File: config.mk
export PLATFORM = sky130hd
export DESIGN_NAME = plde_div
export DESIGN_NICKNAME = d
export VERILOG_FILES = /design/src/sv/plde_pkg.sv /design/src/sv/plde_div.sv
export SDC_FILE = /design/constraint.sdc
export NUM_CORES = 1
export LEC_CHECK = 0
export BUFFER_PORTS_ARGS = -buffer_cell sky130_fd_sc_hd__clkbuf_2
export CORE_UTILIZATION = 47
export CTS_BUF_LIST = sky130_fd_sc_hd__clkbuf_8
export CTS_CLUSTER_DIAMETER = 60
export CTS_CLUSTER_SIZE = 24
export DETAILED_ROUTE_END_ITERATION = 7
export PLACE_DENSITY_LB_ADDON = 0.25
export SYNTH_ARGS = -nofsm -noshare
export SYNTH_HDL_FRONTEND = slang
export SYNTH_SLANG_ARGS = --single-unit
File: constraint.sdc
create_clock -name clock -period 7.5 [get_ports clock]
set_input_delay 0 -clock clock [delete_from_list [all_inputs] [get_ports clock]]
set_output_delay 0 -clock clock [all_outputs]
set_load 0.01 [all_outputs]
File: src/sv/plde_pkg.sv
// ----------------------------------------------------------------------------
// plde_pkg
// Shared constants, codes and helpers of the pairwise LD r-squared engine.
// ----------------------------------------------------------------------------
package plde_pkg;

   localparam int PLDE_MAX_LOCI    = 64;
   localparam int PLDE_MAX_SAMPLES = 4096;

   localparam int ACTION_W    = 2;
   localparam int DOSAGE_W    = 10;
   localparam int LOCUS_W     = 6;
   localparam int R2_W        = 17;
   localparam int NUM_LOCI_W  = 7;
   localparam int VAR_FLOOR_W = 16;
   localparam int CSR_IDX_W   = 4;
   localparam int CSR_DATA_W  = 16;
   // wide enough for any locus count up to 256
   localparam int LOC_W       = 9;

   typedef logic [ACTION_W-1:0]    action_type;
   typedef logic [DOSAGE_W-1:0]    dosage_type;
   typedef logic [LOCUS_W-1:0]     locus_type;
   typedef logic [R2_W-1:0]        r2_type;
   typedef logic [CSR_IDX_W-1:0]   csr_idx_type;
   typedef logic [CSR_DATA_W-1:0]  csr_data_type;
   typedef logic [NUM_LOCI_W-1:0]  num_loci_type;
   typedef logic [VAR_FLOOR_W-1:0] var_floor_type;
   typedef logic [LOC_W-1:0]       loc_type;

   localparam action_type ACT_LOAD  = 2'd0;
   localparam action_type ACT_EMIT  = 2'd1;
   localparam action_type ACT_CLEAR = 2'd2;

   localparam csr_idx_type CSR_NUM_LOCI  = 4'd0;
   localparam csr_idx_type CSR_VAR_FLOOR = 4'd1;

   localparam num_loci_type  NUM_LOCI_RST  = 7'd64;
   localparam var_floor_type VAR_FLOOR_RST = 16'd429;
   localparam dosage_type    DOSAGE_MAX    = 10'd512;
   localparam r2_type        R2_ONE        = 17'd65536;

   // offset of pair (k, j), k <= j, in the packed upper triangle
   function automatic logic [15:0] plde_tri(logic [7:0] k, logic [7:0] j);
      logic [16:0] jj;
      jj = 17'(j) * (17'(j) + 17'd1);
      return 16'(jj >> 1) + 16'(k);
   endfunction

endpackage

File: src/sv/plde_div.sv
// ----------------------------------------------------------------------------
// plde_div
// Restoring fraction divider: 17 quotient bits of num/den (num < den),
// one bit per cycle, rounded half up to Q1.16.
// ----------------------------------------------------------------------------
module plde_div import plde_pkg::*; #(
   parameter int W = 44
) (
   input  logic           clock,
   input  logic           reset,
   input  logic           start,
   input  logic [2*W-1:0] num,
   input  logic [2*W-1:0] den,
   output logic           done,
   output r2_type         quot
);
   localparam int QCW = $clog2(R2_W + 1);

   logic           busy_ff, busy_in;
   logic           done_ff, done_in;
   logic [QCW-1:0] cnt_ff, cnt_in;
   logic [2*W-1:0] rem_ff, rem_in;
   logic [2*W-1:0] den_ff, den_in;
   r2_type         q_ff, q_in;
   logic [2*W:0]   rem_sh;
   logic           ge;
   logic [R2_W:0]  q_rnd;

   assign rem_sh = {rem_ff, 1'b0};
   assign ge     = rem_sh >= {1'b0, den_ff};

   always_comb begin
      busy_in = busy_ff;
      done_in = 1'b0;
      cnt_in  = cnt_ff;
      rem_in  = rem_ff;
      den_in  = den_ff;
      q_in    = q_ff;
      if (start) begin
         busy_in = 1'b1;
         cnt_in  = '0;
         rem_in  = num;
         den_in  = den;
         q_in    = '0;
      end else if (busy_ff) begin
         rem_in = ge ? (2*W)'(rem_sh - {1'b0, den_ff}) : (2*W)'(rem_sh);
         q_in   = {q_ff[R2_W-2:0], ge};
         cnt_in = cnt_ff + QCW'(1);
         if (cnt_ff == QCW'(R2_W - 1)) begin
            busy_in = 1'b0;
            done_in = 1'b1;
         end
      end
   end

   always_ff @(posedge clock) begin
      if (reset) begin
         busy_ff <= 1'b0;
         done_ff <= 1'b0;
      end else begin
         busy_ff <= busy_in;
         done_ff <= done_in;
      end
      cnt_ff <= cnt_in;
      rem_ff <= rem_in;
      den_ff <= den_in;
      q_ff   <= q_in;
   end

   // round half up: drop the guard bit
   assign q_rnd = ({1'b0, q_ff} + (R2_W+1)'(1)) >> 1;
   assign quot  = R2_W'(q_rnd);
   assign done  = done_ff;

endmodule

[Word level (Yosys, flattened, before mapping)]
Index checks and enable logic that the tools add are counted.
Word-level totals
  register bits after elaboration: 200
  input bits: 179
  word-level logic and storage cells: 21
Cells by class
  add/subtract/negate cells: 3
  magnitude comparators: 1
  eq/ne operators: 1
  mux-type cells: 7
  bitwise logic cells: 1
  reductions and logical operators: 2
Operators by type and width (count)
  $mux 88: 3
  $ge 89x88->1: 1
  $sub 88x88->88: 1
  $add 17x1->18 const B: 1
  $add 5x1->5 const B: 1
  $eq 5x5->1 const B: 1
  $mux 1: 4
  $reduce_or 3->1: 1
  $reduce_bool 2->1: 1
  $not 1->1: 1

[Depth between registers and ports, before layout]
  depth after elaboration: 4
  gate-level depth with buffers: 17

[Worst setup path after synthesis]
OpenSTA, ideal clock, no wires.
  path type: register to register
  from: register rem_ff[42]
  to: register rem_ff[6] (data pin)
  library setup time: 260 ps
  arrival time: 3090 ps
  required time: 7240 ps
  slack: 4151 ps
  cell stages (with the launch flop): 17
  path buffers: 4
  period minus slack after synthesis: 3349 ps
  path through: edfxtp_1 ha_1 buf_2 and4_1 nand4_1 or4_1 nor4_1 o21ai_1 a21oi_2 a211oi_2 o21a_1 buf_6 buf_6 buf_6 nand2_1 o31ai_1 mux2_2
Between the ends
  cells in the longest elaborated chain, start to end: 4
RTL lines
  from (decl): RTL line plde_div.sv:22  | logic [2*W-1:0] rem_ff, rem_in;
  from (signal assigned): RTL line plde_div.sv:65  | rem_ff <= rem_in;
  $ge 89x88->1: RTL line plde_div.sv:30  | assign ge = rem_sh >= {1'b0, den_ff};
  $mux 88: RTL line plde_div.sv:46  | rem_in = ge ? (2*W)'(rem_sh - {1'b0, den_ff}) : (2*W)'(rem_sh);
  $mux 88: RTL line plde_div.sv:45  | end else if (busy_ff) begin
  $mux 88: RTL line plde_div.sv:39  | if (start) begin
  via rem_in[6]: RTL line plde_div.sv:22
The timed path passes the listed nets, and every way through them passes these cells. The select of a mux whose other input is x is not followed.
A chain may end at the register's enable or synchronous reset.

[Final worst setup path]
  from: register rem_ff[29]
  to: register rem_ff[10] (data pin)
The elaborated chain is that of the path after synthesis.

==> flow_summary_export.csv <==
group,metric,value,unit
floorplan,start_util,48.0,%
power_and_ir_drop,power-per-cell-area,289,nW/um^2
critical_path,startpoint,"rem_ff[29]",
logic_synthesis,ys.flop_type,"edfxtp_1",
power_and_ir_drop,ir_drop,0.128,mV
hold_path,hp-class,"input port to flip-flop",
timing,holdWs,0.177,ns
drt,dr_total_vias,12619,
logic_synthesis,synth-edff-count,176,
logic_synthesis,yosysUniqueCellTypes,73,
logic_synthesis,syn_inst,1551,
final_layout,drive_gt1_share,15.7,%
cts,clockBufferDepth,2,
cts,clock_sinks,200,
global_route,first_global_vias,12375,
timing,setup_tns,0,ns
cts,ctsHoldBuffers,179,
final_layout,nFillCells,2582,
floorplan,die_h,176,microns
critical_path,cp-end-kind,"flip-flop",
logic_synthesis,synthesis.nets,1822,
drt,drt_iter0_markers,911,
critical_path,reg2reg_depth,14,
power_and_ir_drop,power_switching,2.22,mW
placement,port_buffers,196,
global_route,track_usage,26.1,%
placement,dp_hpwl,28800,microns
final_layout,multi_input_area,7650,sq um
cts,htree_num_levels,4,
final_layout,final_cell_mix,"clkbuf_2, dlygate4sd3_1, edfxtp_1",
power_and_ir_drop,power,5.08,mW
critical_path,crit_path_start_kind,"flip-flop",
placement,placed_area,15400,sq um
timing,worstMarginPinSlew,1.01,ns
critical_path,crit_required,7.78,ns
power_and_ir_drop,p_seq_share,31.5,%
critical_path,r2r_end,"rem_ff[10]",
cts,cts_resized,0,
logic_synthesis,yosysSeqAreaShare,40.4,%
logic_synthesis,avgSynthCellArea,9.19,sq um
global_route,grt_pass1_wl,63500,microns
timing,rsz0062_at_grt,"false",
critical_path,r2r-start,"rem_ff[29]",
timing,hold_viol,0,
drt,drcViolationCount,0,
global_route,grt_max_degree,95,
floorplan,placementRows,63,
final_layout,layout_commonest_cell,"clkbuf_2",
timing,relSlewSlack,31.9,%
critical_path,cp.arrival,5.55,ns
timing,finalSetupViolations,0,
placement,gp_congestion,0.940,
critical_path,reg2reg_setup_slack,2.23,ns
power_and_ir_drop,switching_share,43.8,%
floorplan,fp.dieW,176,microns
timing,fmax,190,MHz
cts,cts-root-buf,"clkbuf_8",
timing,clock_skew,0.0224,ns
floorplan,ios,197,
timing,fin_crit_sh,70.2,%
run_status,status,"completed",
critical_path,critPathKind,"flip-flop to flip-flop",
logic_synthesis,synth_area,14300,sq um
drt,wire_per_inst,17.8,microns
drt,ant_nets,0,
logic_synthesis,synthesis.yosys.warnings,0,
floorplan,coreArea,29700,sq um
timing,final_max_slew_viol_count,0,
final_layout,nNetsFinal,2133,
final_layout,diodes,0,
flow_run,maxCapViolCount,0,
cts,cts_buffers,17,
final_layout,register_area,5770,sq um
drt,firstDrtPassIters,5,
cts,insertion_delay,0.53,ns
power_and_ir_drop,comb_power_share,53.8,%
drt,via_per_inst,5.57,
placement,pre_cts_slack,2.75,ns
timing,period_needed,5.27,ns
power_and_ir_drop,clockPowerShare,14.7,%
logic_synthesis,ys_ff_latch,200,
final_layout,stdcell_area,17600,sq um
cts,clk_pin_slew,0.13,ns
logic_synthesis,async_reset_ff_share,0,%
global_route,antenna_found_initial,0,
power_and_ir_drop,p_leak,7.32,nW
cts,post-cts-setup-buffers,0,
cts,cts_tree,"done",
timing,worst_slack,2.23,ns
floorplan,die_area,31000,sq um
critical_path,critPathCapture,"rem_ff[10]",
final_layout,syn2layout_area_growth,23.4,%
power_and_ir_drop,intPower,2.86,mW
drt,drt_wl_total,40200,microns
critical_path,crit_fanout,94,
global_route,grt-ovfl-total,0,
hold_path,whs_path_depth,2,
==> worst min path at each step <==
stage / from / endpoint
after global routing: den[14] / den_ff[14]
final: den[79] / den_ff[79]
after detailed placement: den[60] / den_ff[60]
after floorplan: reset / busy_ff
after global placement: reset / busy_ff
after CTS: reset / busy_ff
==> sequential cells by signal (all words and copies together), names as in the netlist <==
register and count:
busy_ff 1, cnt_ff 5, den_ff 88, done 1
q_ff 17, rem_ff 88
==> final cells by class <==
class / instances / share of cell area, %
Clock buffer: 17 / 1.33
Clock inverter: 15 / 1.07
Inverter: 116 / 2.48
Multi-Input combinational cell: 1146 / 43.5
Sequential cell: 200 / 32.8
Tap cell: 390 / 2.77
Timing Repair Buffer: 381 / 16.1
==> synth_stat cells, drive strengths merged, types with 37 or more instances <==
master | count | area [sq um]
xnor2 | 63 | 552
edfxtp | 176 | 5290
mux2 | 38 | 428
ha | 91 | 1140
o21ai | 135 | 676
clkbuf | 54 | 208
nor2 | 103 | 389
inv | 116 | 435
o21a | 37 | 278
nand4 | 45 | 282
nand2 | 154 | 578
a21oi | 147 | 739
==> cells by family (layout without fill, tap and decap cells) <==
logic type	count (synthesis)	count (layout)	share of synthesized area, %
AOI/OAI and AO/OA	459	459	20.2
and+or+nand+nor	436	436	14.7
buffers and inverters	205	529	5.96
DFF	200	200	40.4
xor gates and xnor gates	99	99	6.08
adders and majority gates	92	92	8.12
muxes	60	60	4.55
==> per-stage QoR <==
step / instances / util [%]
2_1_floorplan: 1551 / -
3_3_place_gp: 2054 / 51.7
3_5_place_dp: 2054 / 51.7
4_1_cts: 2265 / 59.2
5_1_grt: 2265 / 59.2
6_report: 2265 / 59.2
==> per-layer routing <==
metal	track usage, %	up-vias	share of wire (%)
met3	4.05	43	4.9
met1	36.0	5958	47
li1	-	6259	-
met2	42.4	359	46
met4	7.57	0	2.0
met5	0	-	0
==> worst max-delay path: stages (launching register included) <==
cell and delay [ns]:
edfxtp_1 0.41, ha_1 0.43, a21o_1 0.24, a21o_1 0.20
a221oi_2 0.34, nor2_1 0.13, nor4_2 0.32, a21oi_2 0.14
a211oi_2 0.32, o21a_4 0.62, buf_4 0.79, nor2_1 0.13
a211oi_1 0.26, a21oi_1 0.06, dlygate4sd3_1 0.56
==> power groups by stage <==
| stage | Sequential, mW | Clock (mW) | Combinational (mW) |
|---|---|---|---|
| 2_1_floorplan | 1.58 | 0 | 2.02 |
| 3_3_place_gp | 1.61 | 0 | 2.59 |
| 3_5_place_dp | 1.61 | 0 | 2.61 |
| 4_1_cts | 1.59 | 0.765 | 2.70 |
| 5_1_grt | 1.62 | 0.799 | 3.02 |
| 6_report | 1.60 | 0.749 | 2.73 |
No activity file was read; power rests on OpenSTA's default activity.
