--- config.mk ---
export PLATFORM = sky130hd
export DESIGN_NAME = plde_mult
export DESIGN_NICKNAME = d
export VERILOG_FILES = /design/src/sv/plde_pkg.sv /design/src/sv/plde_mult.sv
export SDC_FILE = /design/constraint.sdc
export NUM_CORES = 1
export LEC_CHECK = 0
export BUFFER_PORTS_ARGS = -buffer_cell sky130_fd_sc_hd__clkbuf_2
export CELL_PAD_IN_SITES_DETAIL_PLACEMENT = 1
export CELL_PAD_IN_SITES_GLOBAL_PLACEMENT = 1
export CORE_MARGIN = 5
export CORE_UTILIZATION = 45
export CTS_CLUSTER_DIAMETER = 100
export CTS_CLUSTER_SIZE = 25
export DETAILED_ROUTE_END_ITERATION = 8
export GPL_TIMING_DRIVEN = 0
export PLACE_DENSITY_LB_ADDON = 0.1
export RECOVER_POWER = 50
export SYNTH_ARGS = -nofsm -noshare
export SYNTH_HDL_FRONTEND = slang
export SYNTH_SLANG_ARGS = --single-unit
--- constraint.sdc ---
create_clock -name clock -period 4.1 [get_ports clock]
set_clock_uncertainty 0.1 [all_clocks]
set_input_delay 0.41 -clock clock [delete_from_list [all_inputs] [get_ports clock]]
set_output_delay 0.41 -clock clock [all_outputs]
set_load 0.02 [all_outputs]
--- src/sv/plde_pkg.sv ---
// ----------------------------------------------------------------------------
// plde_pkg
// Shared constants, codes and helpers of the pairwise LD r-squared engine.
// ----------------------------------------------------------------------------
package plde_pkg;

   localparam int PLDE_MAX_LOCI    = 64;
   localparam int PLDE_MAX_SAMPLES = 4096;

   localparam int ACTION_W    = 2;
   localparam int DOSAGE_W    = 10;
   localparam int LOCUS_W     = 6;
   localparam int R2_W        = 17;
   localparam int NUM_LOCI_W  = 7;
   localparam int VAR_FLOOR_W = 16;
   localparam int CSR_IDX_W   = 4;
   localparam int CSR_DATA_W  = 16;
   // wide enough for any locus count up to 256
   localparam int LOC_W       = 9;

   typedef logic [ACTION_W-1:0]    action_type;
   typedef logic [DOSAGE_W-1:0]    dosage_type;
   typedef logic [LOCUS_W-1:0]     locus_type;
   typedef logic [R2_W-1:0]        r2_type;
   typedef logic [CSR_IDX_W-1:0]   csr_idx_type;
   typedef logic [CSR_DATA_W-1:0]  csr_data_type;
   typedef logic [NUM_LOCI_W-1:0]  num_loci_type;
   typedef logic [VAR_FLOOR_W-1:0] var_floor_type;
   typedef logic [LOC_W-1:0]       loc_type;

   localparam action_type ACT_LOAD  = 2'd0;
   localparam action_type ACT_EMIT  = 2'd1;
   localparam action_type ACT_CLEAR = 2'd2;

   localparam csr_idx_type CSR_NUM_LOCI  = 4'd0;
   localparam csr_idx_type CSR_VAR_FLOOR = 4'd1;

   localparam num_loci_type  NUM_LOCI_RST  = 7'd64;
   localparam var_floor_type VAR_FLOOR_RST = 16'd429;
   localparam dosage_type    DOSAGE_MAX    = 10'd512;
   localparam r2_type        R2_ONE        = 17'd65536;

   // offset of pair (k, j), k <= j, in the packed upper triangle
   function automatic logic [15:0] plde_tri(logic [7:0] k, logic [7:0] j);
      logic [16:0] jj;
      jj = 17'(j) * (17'(j) + 17'd1);
      return 16'(jj >> 1) + 16'(k);
   endfunction

endpackage

--- src/sv/plde_mult.sv ---
// ----------------------------------------------------------------------------
// plde_mult
// Shift-and-add multiplier, one multiplier bit per cycle.
// ----------------------------------------------------------------------------
module plde_mult import plde_pkg::*; #(
   parameter int W = 44
) (
   input  logic           clock,
   input  logic           reset,
   input  logic           start,
   input  logic [W-1:0]   a,
   input  logic [W-1:0]   b,
   output logic           done,
   output logic [2*W-1:0] prod
);
   localparam int CW = $clog2(W + 1);

   logic           busy_ff, busy_in;
   logic           done_ff, done_in;
   logic [CW-1:0]  cnt_ff, cnt_in;
   logic [2*W-1:0] acc_ff, acc_in;
   logic [2*W-1:0] mcd_ff, mcd_in;
   logic [W-1:0]   mpl_ff, mpl_in;

   always_comb begin
      busy_in = busy_ff;
      done_in = 1'b0;
      cnt_in  = cnt_ff;
      acc_in  = acc_ff;
      mcd_in  = mcd_ff;
      mpl_in  = mpl_ff;
      if (start) begin
         busy_in = 1'b1;
         cnt_in  = '0;
         acc_in  = '0;
         mcd_in  = (2*W)'(a);
         mpl_in  = b;
      end else if (busy_ff) begin
         if (mpl_ff[0]) begin
            acc_in = acc_ff + mcd_ff;
         end
         mcd_in = mcd_ff << 1;
         mpl_in = mpl_ff >> 1;
         cnt_in = cnt_ff + CW'(1);
         if (cnt_ff == CW'(W - 1)) begin
            busy_in = 1'b0;
            done_in = 1'b1;
         end
      end
   end

   always_ff @(posedge clock) begin
      if (reset) begin
         busy_ff <= 1'b0;
         done_ff <= 1'b0;
      end else begin
         busy_ff <= busy_in;
         done_ff <= done_in;
      end
      cnt_ff <= cnt_in;
      acc_ff <= acc_in;
      mcd_ff <= mcd_in;
      mpl_ff <= mpl_in;
   end

   assign done = done_ff;
   assign prod = acc_ff;

endmodule

======== Yosys cells after proc, flatten, opt, wreduce, memory -nomap -nowiden ========
Cells that the tools add are included.
storage, ports and cells
  register bits ........................... 228
  input port bits ......................... 91
  output and inout port bits .............. 89
  logic and storage cells ................. 22
operators by class
  reductions and logical operators ........ 3
  bitwise operators ....................... 1
  add/subtract/negate cells ............... 2
  muxes and demuxes ....................... 8
  eq/ne operators ......................... 1
operator list
  cell                   count
  $mux W44               4
  $add A88 B88 Y88       1
  $add A6 B1 Y6 const B  1
  $eq A6 B6 Y1 const B   1
  $mux W1                4
  $reduce_or A3 Y1       1
  $reduce_and A2 Y1      1
  $reduce_bool A2 Y1     1
  $not A1 Y1             1

======== Logic depth before layout (Yosys ltp) ========
  word-level depth ........................ 4
  gate-level depth with buffers ........... 14
  gate-level depth less buffers ........... 14

======== Least setup slack after synthesis ========
No wires, ideal clock.
  path type ............................... reg-to-reg
  start point ............................. reg acc_ff[1] (netlist: prod[1])
  end point ............................... reg acc_ff[87] (netlist: prod[87])
  slack ................................... 0.721 ns
  arrival ................................. 3.212 ns
  stages on the path, launching flop included .. 14
  period minus slack after synthesis ...... 3.379 ns
  buffers on the path ..................... 0
  setup time .............................. 0.067 ns
  required time ........................... 3.933 ns
  cell sequence ........................... dfxtp_1 > ha_1 > a211oi_2 > o21a_2 > nor2_2 > a311o_2 > a41o_4 > a31o_4 > a31oi_4 > nor3_4 > a31oi_2 > mux2_4 > a21o_1 > a21oi_2
on the way
  longest elaborated chain between the ends .. 1
ends and longest elaborated chain
  what                    RTL line         text
  from (decl)             plde_mult.sv:21  logic [2*W-1:0] acc_ff, acc_in;
  from (signal assigned)  plde_mult.sv:61  acc_ff <= acc_in;
  $add A88 B88 Y88        plde_mult.sv:40  acc_in = acc_ff + mcd_ff;
No other way between the ends.
A chain may end at the register's enable or synchronous reset.

======== Final worst setup path ========
  start point ............................. reg mcd_ff[0]
  end point ............................... reg acc_ff[84] (netlist: prod[84])
on the way
  longest elaborated chain between the ends .. 1
ends and longest elaborated chain
  what                    RTL line         text
  from (decl)             plde_mult.sv:22  logic [2*W-1:0] mcd_ff, mcd_in;
  from (signal assigned)  plde_mult.sv:62  mcd_ff <= mcd_in;
  $add A88 B88 Y88        plde_mult.sv:40
No other way between the ends.

==> key figures <==
Outcome
  – Status: complete, no violations

Clock network
  – Clk Latency, worst-skew pair: 0.51 ns
  – CTS tree: built
  – Number of H-tree branching levels: 1
  – CTS hold repair buffers: 0
  – Clock transition at the registers of the reported paths: 0.10 ns
  – Clock Sinks: 228
  – Max Buffers Root-to-Sink: 3
  – CTS Root Cell: clkbuf_16
  – CTS Buf Count: 14

Synthesis
  – Top_reg_cell synth: dfxtp_1
  – Post-synth cell types: 76
  – Post-synth top area share: 20.1%
  – Post-synth ARST share: 0%
  – EDFF count, synth: 88
  – Synth warn: 0
  – Largest area contributor in the netlist: dfxtp_1
  – Top post-synthesis cells by area: dfxtp_1 (20%), edfxtp_1 (19%), ha_1 (7.9%), mux2_2 (7.0%), a21oi_1 (6.5%)
  – Cells after Synth: 1544
  – Cell Area, Synth: 13900 um2
  – Synthesis-stage register bit count: 228
  – Syn Area/Cell: 9.01 um2
  – Sequential-to-total area share from yosys stat: 39.1%
  – Post-Synthesis Net Count: 1724

Detailed routing
  – Iteration-0 DRC count of the detailed router: 649
  – Drt pass-1 iters: 5
  – Routed via count: 12200
  – Via/cell ratio: 5.69
  – Drt drc: 0
  – Routed WL per cell: 20.2 um
  – Post-route ant nets: 0
  – Total wire length: 43400 um

Timing
  – Worst-margin pin slew: 1.02 ns
  – RSZ-0062 raised after global routing: no
  – Final setup margin: 0.165 ns
  – Tmin final: 3.93 ns
  – Max-slew violations: 0
  – Final setup TNS: 0 ns
  – Fmax: 0.254 GHz
  – Finish-stage setup viols: 0
  – Worst relative slew slack: 32.3%
  – Part of the cycle the worst path needs: 96.0%
  – Fin. Hold Viols: 0

GRT
  – First-pass GRT wire length: 68800 um
  – Number of global-route vias before repair: 12800
  – Initial antenna violation count: 0
  – Global-route usage over all layers: 24.7%
  – GR Overflow Total: 0
  – Largest net degree at the start of global routing: 55

Setup path
  – Startpoint types: register
  – Worst path arrival time: 4.21 ns
  – Crit path capture type: register
  – Maximum fanout along the worst path: 4
  – Critical Path RT: 4.38 ns
  – Kind of critical path: register to register

Placed design
  – GPL Wtd Cong: 0.919
  – Dpl ws: -0.108 ns
  – Post-DP HPWL: 33900 um
  – Placed cell area: 15300 um2
  – PortBufs: 179

Final layout
  – Fin area: 15700 um2
  – Layout area overhead: 13.1%
  – Commonest non-fill, non-tap cell in the layout: nand2_1
  – Layout cells sized above 1: 13.2%
  – Commonest non-fill, non-tap cells in the layout: nand2_1 (203), a21oi_1 (178), clkbuf_1 (174), dfxtp_1 (140), nor2_1 (120)
  – # diodes: 0
  – Final nets: 1923

Run
  – Max-Cap Viols: 0

Power
  – Leakage: 6.39 nW
  – Clock share of power: 30.9%
  – Design Power: 5.27 mW
  – Net Sw Power: 1.60 mW
  – Pwr/cell area: 335 nW/um2
  – Sw frac: 30.4%
  – Logic pwr share: 19.9%
  – Sequential Power Share: 49.1%
  – Worst VDD drop: 291 uV
  – Internal: 3.67 mW

Die
  – Core Rows: 64
  – Die H: 186 um
  – Die Area: 34500 um2
  – Ports: 180
  – Initial core utilization: 45.5%
  – Core Footprint: 30600 um2
  – Chip Width: 186 um

Hold path
  – Worst hold path type: input pin to register
==> cell families (layout without fill, tap and decap cells) <==
| kind of cell | count (synthesis) | after routing | share of synthesized area, % |
|---|---|---|---|
| DFF | 228 | 228 | 39.1 |
| muxes | 132 | 132 | 10.3 |
| and+or+nand+nor | 452 | 452 | 14.5 |
| buffers and inverters | 124 | 331 | 3.43 |
| adders and majority gates | 89 | 89 | 8.06 |
| xor gates and xnor gates | 80 | 80 | 5.04 |
| AOI/OAI and AO/OA | 439 | 439 | 19.6 |
==> path summary, 6_finish.rpt <==
check                           cells past startpoint  slack (ns)                    start                    end
worst max-delay path                               14        0.17  mcd_ff[0]$_SDFFCE_PN0P_  prod[84]$_SDFFE_PP0P_
worst min-delay path                                2        0.04                    reset     busy_ff$_SDFF_PP0_
worst max register to register                     14        0.17  mcd_ff[0]$_SDFFCE_PN0P_  prod[84]$_SDFFE_PP0P_
worst min register to register                      2        0.38    prod[18]$_SDFFE_PP0P_  prod[18]$_SDFFE_PP0P_
==> metrics by stage <==
stage	hold slack (ns)	util, %	std cells
floorplan	0.350	-	1544
global placement	0.353	50.0	2119
detailed placement	0.370	50.1	2120
CTS	0.0148	51.7	2146
global route	0.0492	51.5	2147
finish	0.0386	51.5	2147
==> state kept, by name, indices dropped and copies added (netlist names) <==
name / flops
mcd_ff: 88
prod: 88
mpl_ff: 44
cnt_ff: 6
busy_ff: 1
done: 1
==> worst max-delay path, cell delays in order (launching register included) <==
cell      delay, ns
edfxtp_1       0.42
ha_1           0.26
fa_1           0.43
a21oi_1        0.16
o21ai_1        0.12
a211oi_1       0.34
o21ai_0        0.14
a41o_1         0.31
o21ba_2        0.28
a21oi_2        0.30
o31ai_2        0.15
a21oi_2        0.40
o41ai_2        0.16
xnor2_1        0.16
o21ai_1        0.07
==> cell type report <==
type | count | area (um2)
Clock buffer | 17 | 383
Clock inverter | 7 | 90.1
Timing Repair Buffer | 183 | 833
Fill cell | 3671 | 14900
Sequential cell | 228 | 5450
Multi-Input combinational cell | 1192 | 8010
Buffer | 93 | 362
Tap cell | 396 | 495
Inverter | 31 | 116
==> layer usage <==
| metal | track usage, % | vias up | part of all wire, % |
|---|---|---|---|
| met4 | 6.18 | 0 | 2.7 |
| met3 | 4.16 | 63 | 4.9 |
| met5 | 0 | - | 0 |
| met2 | 43.1 | 245 | 49 |
| met1 | 31.8 | 5949 | 44 |
| li1 | - | 5963 | - |
==> synth_stat cells, types with 2 or more instances <==
cell,instances
nor3_1,14
a31oi_1,13
a21boi_0,6
o211ai_1,9
o31ai_2,2
o21ai_1,13
a211o_1,3
o31ai_1,3
nand3_1,23
xor2_1,32
and4_1,2
mux2i_1,45
a41oi_1,3
o31a_1,2
a21oi_1,181
buf_2,4
nand2_1,203
nor2_1,120
buf_1,9
a21o_1,55
o21ai_0,78
a41o_1,2
edfxtp_1,88
a2111oi_0,2
a221o_1,3
nor4_1,4
nand4_1,35
inv_1,31
and2_1,8
o21bai_1,22
clkbuf_1,79
and3_1,6
o21a_1,10
o221ai_1,4
mux2_2,86
a211oi_1,6
nand2b_1,9
or3_1,10
nor2b_1,5
nand3b_1,3
ha_1,88
xnor2_1,48
dfxtp_1,140
a21boi_1,3
==> power groups by stage <==
stage	clock network (mW)	registers (mW)	logic [mW]
after floorplan	0	2.65	0.698
after global placement	0	2.64	1.02
after detailed placement	0	2.65	1.05
after CTS	1.69	2.59	1.06
after global routing	1.77	2.60	1.16
final	1.63	2.59	1.05
==> timing repair <==
| item | in CTS | in global routing |
|---|---|---|
| gates cloned | 0 | 0 |
| pin swaps | 1 | 1 |
| setup endpoints to repair | 3 | 11 |
| buffers inserted | 2 | 1 |
| resized for setup | 1 | 4 |
| endpoints found under the hold margin | 0 | 0 |
No activity file was read; power rests on OpenSTA's default activity.
